<file path="src/rtl/afd8_pkg.sv">
`timescale 1ns / 1ps
// ---------------------------------------------------------------------------
// afd8_pkg
// Shared constants, register codes, tap weights and pipeline side-band type
// for the eighth-order 2D acoustic wave stencil step core.
// ---------------------------------------------------------------------------
package afd8_pkg;

	localparam int MAX_WIDTH  = 1024;
	localparam int MAX_HEIGHT = 4096;
	localparam int RADIUS     = 4;
	localparam int LINES      = 2 * RADIUS;
	localparam int TAPS       = 2 * RADIUS + 1;
	localparam int COL_BITS   = 10;
	localparam int ROW_BITS   = 12;
	localparam int W_BITS     = 11;
	localparam int H_BITS     = 13;
	localparam int FIELD_BITS = 32;
	localparam int VEL_BITS   = 16;
	localparam int COEF_BITS  = 48;
	localparam int LAP_BITS   = 48;
	localparam int TAP_BITS   = 16;

	// input word kinds carried on tuser
	localparam logic CMD_CELL  = 1'b0;
	localparam logic CMD_DRAIN = 1'b1;

	// configuration register indexes
	typedef enum logic [2:0] {
		REG_COEF_ROW    = 3'd0,
		REG_COEF_COL    = 3'd1,
		REG_GRID_WIDTH  = 3'd2,
		REG_GRID_HEIGHT = 3'd3,
		REG_SRC_ROW     = 3'd4,
		REG_SRC_COL     = 3'd5
	} afd8_reg_t;

	// side-band travelling with each result through the update pipeline
	typedef struct packed {
		logic                           interior;
		logic                           last;
		logic signed [FIELD_BITS-1:0]   cur;
		logic signed [FIELD_BITS-1:0]   prev;
	} afd8_side_t;

	// eighth-order second-derivative weights, scaled by 5040
	function automatic logic signed [TAP_BITS-1:0] tap_weight(input logic [3:0] k);
		logic signed [TAP_BITS-1:0] w;
		unique case (k)
			4'd0, 4'd8: w = -16'sd9;
			4'd1, 4'd7: w = 16'sd128;
			4'd2, 4'd6: w = -16'sd1008;
			4'd3, 4'd5: w = 16'sd8064;
			4'd4:       w = -16'sd14350;
			default:    w = 16'sd0;
		endcase
		return w;
	endfunction

endpackage

</file>
<file path="src/rtl/afd8_tap_cell.sv">
`timescale 1ns / 1ps
// ---------------------------------------------------------------------------
// afd8_tap_cell
// One cell of the along-row stencil chain: holds one field value, passes it
// to its neighbour on each shift and offers it weighted by its tap.
// ---------------------------------------------------------------------------
module afd8_tap_cell (
	input  logic                                  clk,
	input  logic                                  shift,
	input  logic signed [afd8_pkg::FIELD_BITS-1:0] din,
	input  logic signed [afd8_pkg::TAP_BITS-1:0]   weight,
	output logic signed [afd8_pkg::FIELD_BITS-1:0] dout,
	output logic signed [afd8_pkg::LAP_BITS-1:0]   prod
);

	logic signed [afd8_pkg::FIELD_BITS-1:0] value_q;

	// value register
	always_ff @(posedge clk) begin
		if (shift) begin
			value_q <= din;
		end
	end

	assign dout = value_q;
	// constant-weight product
	assign prod = value_q * weight;

endmodule

</file>
<file path="config.mk">
export PLATFORM = sky130hd
export DESIGN_NAME = afd8_tap_cell
export DESIGN_NICKNAME = d
export VERILOG_FILES = /design/src/rtl/afd8_pkg.sv /design/src/rtl/afd8_tap_cell.sv
export SDC_FILE = /design/constraint.sdc
export NUM_CORES = 1
export LEC_CHECK = 0
export BUFFER_PORTS_ARGS = -buffer_cell sky130_fd_sc_hd__buf_4
export CAP_MARGIN = 20
export CORE_MARGIN = 2
export CORE_UTILIZATION = 40
export DETAILED_ROUTE_END_ITERATION = 10
export HOLD_SLACK_MARGIN = 0.05
export SYNTH_ARGS = -nofsm -noshare
export SYNTH_HDL_FRONTEND = slang
export SYNTH_SLANG_ARGS = --single-unit
</file>
<file path="constraint.sdc">
create_clock -name clk -period 7.3 [get_ports clk]
set_input_delay 0.365 -clock clk [delete_from_list [all_inputs] [get_ports clk]]
set_output_delay 0.365 -clock clk [all_outputs]
set_load 0.01 [all_outputs]
</file>
After elaboration in Yosys (flattened, before gate mapping)
Cells that the tools add are included.

Input bits: 50. Logic and storage cells: 2. Flip-flop bits (word level): 32. Output and inout port bits: 80.

Multipliers: 1.

Operators with widths (number): $mul A32 B16 Y48 (1).

Logic depth before layout (Yosys ltp)
Depth in word-level cells: 1. Depth in mapped cells: 24. Depth with buffers taken out: 23.

Least setup slack after synthesis
Ideal clock, no wire load.

Kind: register -> output. From: register value_q (netlist bit dout[27]). To: output port prod[43] in the netlist's numbering. Setup slack: 1.152 ns. Required time: 6.935 ns. Arrival time: 5.783 ns. Cell stages (with the launch flop): 21. Cells stage by stage: edfxtp_1 clkbuf_1 nand2_1 fa_1 fa_1 fa_1 inv_1 fa_1 fa_1 inv_1 fa_1 inv_1 ha_1 a211oi_1 o21bai_1 a21o_1 a21o_1 a31o_2 a21oi_4 nand2_1 a311oi_1.

Longest elaborated chain between the ends: 1.

RTL lines: start: declaration (line afd8_tap_cell.sv:16) `logic signed [afd8_pkg::FIELD_BITS-1:0] value_q;`; start signal: assignment (line afd8_tap_cell.sv:21) `value_q <= din;`; $mul A32 B16 Y48 (line afd8_tap_cell.sv:27) `assign prod = value_q * weight;`; end: declaration (line afd8_tap_cell.sv:13) `output logic signed [afd8_pkg::LAP_BITS-1:0] prod`.

Every way passes these cells.

Worst setup path in the final report
From: register value_q (netlist bit dout[13]). To: output port prod[42] in the netlist's numbering.

Same word-level chain as after synthesis.

==> results.md <==
* Post-synth cell types at 58
* Placer Congestion at 0.865
* Die ar. at between 40000 and 50000 µm²
* RSZ-0062 raised after global routing: true
* CP Launch Type: register
* Layout Nets at 2858
* Post-Synthesis Cells at 2085
* DRC at 0
* Vias per cell at 4.95
* Layout area overhead at 12.1%
* EDFF count, synth at 32
* Root buf cell: clkbuf_16
* Sequential-to-total area share from yosys stat at 5.08%
* Post-synth ARST share at 0%
* CORE AREA at approximately 47000 µm²
* Register area at 961 µm²
* Area of the multi-input gates at between 15000 and 20000 µm²
* Die W at ~220 µm
* Pin count of the biggest net entering global routing at 33
* Starting density of the core at about two fifths
* Tcrit/Tclk final at 96.5%
* Fin area at 21200 µm²
* Syn Area/Cell at 9.07 µm²
* Num ports at 130
* Post-route ant nets at 0
* Placed cell area at about 20000 µm²
* Initial antenna violation count at 1
* Fin. max-slew vios at 0
* CTS Buf Count at 5
* Max_cap viols at 0
* Post-DP HPWL at 42100 µm
* CTS tree: done
* Number of synthesized register bits at 32
* Global route overflow at 0
* Starting DRT DRC Count at 946
* Routed WL at roughly 52000 µm
* Status: finished, final reports clean
* Ys Warns at 0
* First-pass GRT wire length at 85700 µm
* CP Max Fanout at 8
* Worst-path clk slew at 0.07 ns
* FMAX at 0.142 GHz
* CP required at 6.93 ns
* Drt first pass iters at 5
* Post-synthesis cell area at 18900 µm²
* Die Ht at 221 µm
* Fillcell total at 4463
* Via count at about 14000
* Share of cells above drive strength 1 at between 10% and 20%
* Clock buffer depth at 2
* CP arrival at 6.68 ns
* HP Class: primary input to register
* Slew headroom at 56.2%
* Setup-failing EPs final at 0
* Clk sinks at 32
* Slew @ Worst Pin at between 0.6 and 0.7 ns
* Setup_tns at 0 ns
* # H-tree levels at 2
* Crit path kind: register to primary output
* DR WL/cell at ~18 µm
* Vias in the first global route at about 16000
* Post-synth top flop: edfxtp_1
* Minimum clock period at approximately 7 ns
* Rows at just under 80
* Number of buffers added on ports at 129
* Net Count, Synth at between 2000 and 3000
* Setup crit end kind: primary output
* Endpoints failing hold at 0
* All-Layer GR Usage at 22.1%
* Number of flip-flops in the largest register at 32
==> cell families after synthesis <==
group / synth area share [%]
buffers and inverters: 12.9
AND/OR/NAND/NOR: 15.5
adder cells (fa/ha/maj): 59.0
AO/OA/AOI/OAI: 5.23
XOR/XNOR: 2.18
flip-flops: 5.08
multiplexers: 0.119
==> cell usage after synthesis (all sizes together) (2+ instances only) <==
cell type	instances	share of area [%]
inv	559	11
fa	486	51
nand2	309	6.1
and2	205	6.8
ha	114	7.5
clkbuf	84	1.7
nor2	53	1.1
a21oi	48	1.4
xnor2	36	1.7
edfxtp	32	5.1
o21ai	24	0.64
a21o	15	0.64
nand3	12	0.34
xor2	11	0.51
a211oi	9	0.38
o21bai	8	0.32
nand2b	7	0.23
nand4	7	0.23
nor3	6	0.16
o21a	6	0.24
a31oi	5	0.17
and3	4	0.13
buf	4	0.11
nor2b	4	0.13
o211ai	4	0.21
or3	4	0.13
a211o	3	0.14
a311oi	3	0.14
o221ai	3	0.17
o31ai	3	0.15
a31o	2	0.093
mux2	2	0.12
==> layout by cell type, fill, tap and decap left out, types with 7 or more instances in the layout <==
| master | n |
|---|---|
| a21o_1 | 14 |
| and2_1 | 204 |
| buf_4 | 191 |
| buf_12 | 12 |
| nand3_1 | 10 |
| nor2_1 | 53 |
| xor2_1 | 11 |
| xnor2_1 | 36 |
| edfxtp_1 | 32 |
| fa_1 | 486 |
| ha_1 | 113 |
| a21oi_1 | 44 |
| nand4_1 | 7 |
| nand2_1 | 309 |
| nand2b_1 | 7 |
| a211oi_1 | 8 |
| o21bai_1 | 8 |
| o21ai_0 | 19 |
| inv_1 | 559 |
==> critical path: stages, from the launching register on <==
cell and delay (ns):
edfxtp_1 0.42, buf_12 0.17, and2_1 0.15, fa_1 0.54, inv_1 0.05, fa_1 0.49
fa_1 0.53, inv_1 0.06, fa_1 0.51, fa_1 0.49, inv_1 0.05, fa_1 0.47
inv_1 0.04, ha_1 0.32, a211oi_1 0.29, o211ai_1 0.15, a221oi_2 0.46, nand3_4 0.25
o2111ai_4 0.33, and2_4 0.21, a21oi_2 0.07, o211ai_2 0.16, buf_4 0.14
==> per-stage QoR <==
stage          cells  utilization, %  worst slack [ns]  hold slack (ns)
3_3_place_gp    2768            44.2            0.0190            0.544
4_1_cts         2800            45.0           0.00605            0.225
2_1_floorplan   2085               -              1.15            0.464
3_5_place_dp    2768            44.2           -0.0514            0.544
6_report        2817            45.5             0.256            0.234
5_1_grt         2817            45.5           -0.0141            0.230
==> worst paths after layout <==
kind / from / endpoint / slack (ns) / cells past startpoint
setup / recovery: dout[13] / prod[42] / 0.26 / 22
hold / removal: din[7] / dout[7] / 0.23 / 1
==> repair_timing <==
item	4_1_cts	5_1_grt
resized for setup	1	5
hold endpoints to repair	0	0
buffers inserted	24	16
hold buffers	0	0
setup endpoints to repair	15	15
==> area by class of cell <==
type                            instances  share of cell area [%]
Clock inverter                          3                  0.0886
Timing Repair Buffer                  204                    7.95
Sequential cell                        32                    4.53
Tap cell                              607                    3.58
Multi-Input combinational cell       1405                    73.3
Antenna cell                            1                  0.0118
Inverter                              560                    9.92
Clock buffer                            5                   0.590
==> layer usage <==
metal / up-vias / GRT usage, % / part of all wire (%) / wire, µm
met2: 365 / 39.2 / 50 / 26000
met1: 7247 / 29.6 / 43 / 22200
li1: 6262 / - / - / -
met5: - / 0 / 0 / 0
met4: 0 / 4.92 / 2.0 / 1030
met3: 57 / 1.58 / 4.6 / 2350
Power is not shown: default switching activity piles up to over one toggle a cycle in this logic, so the estimate is an artifact.
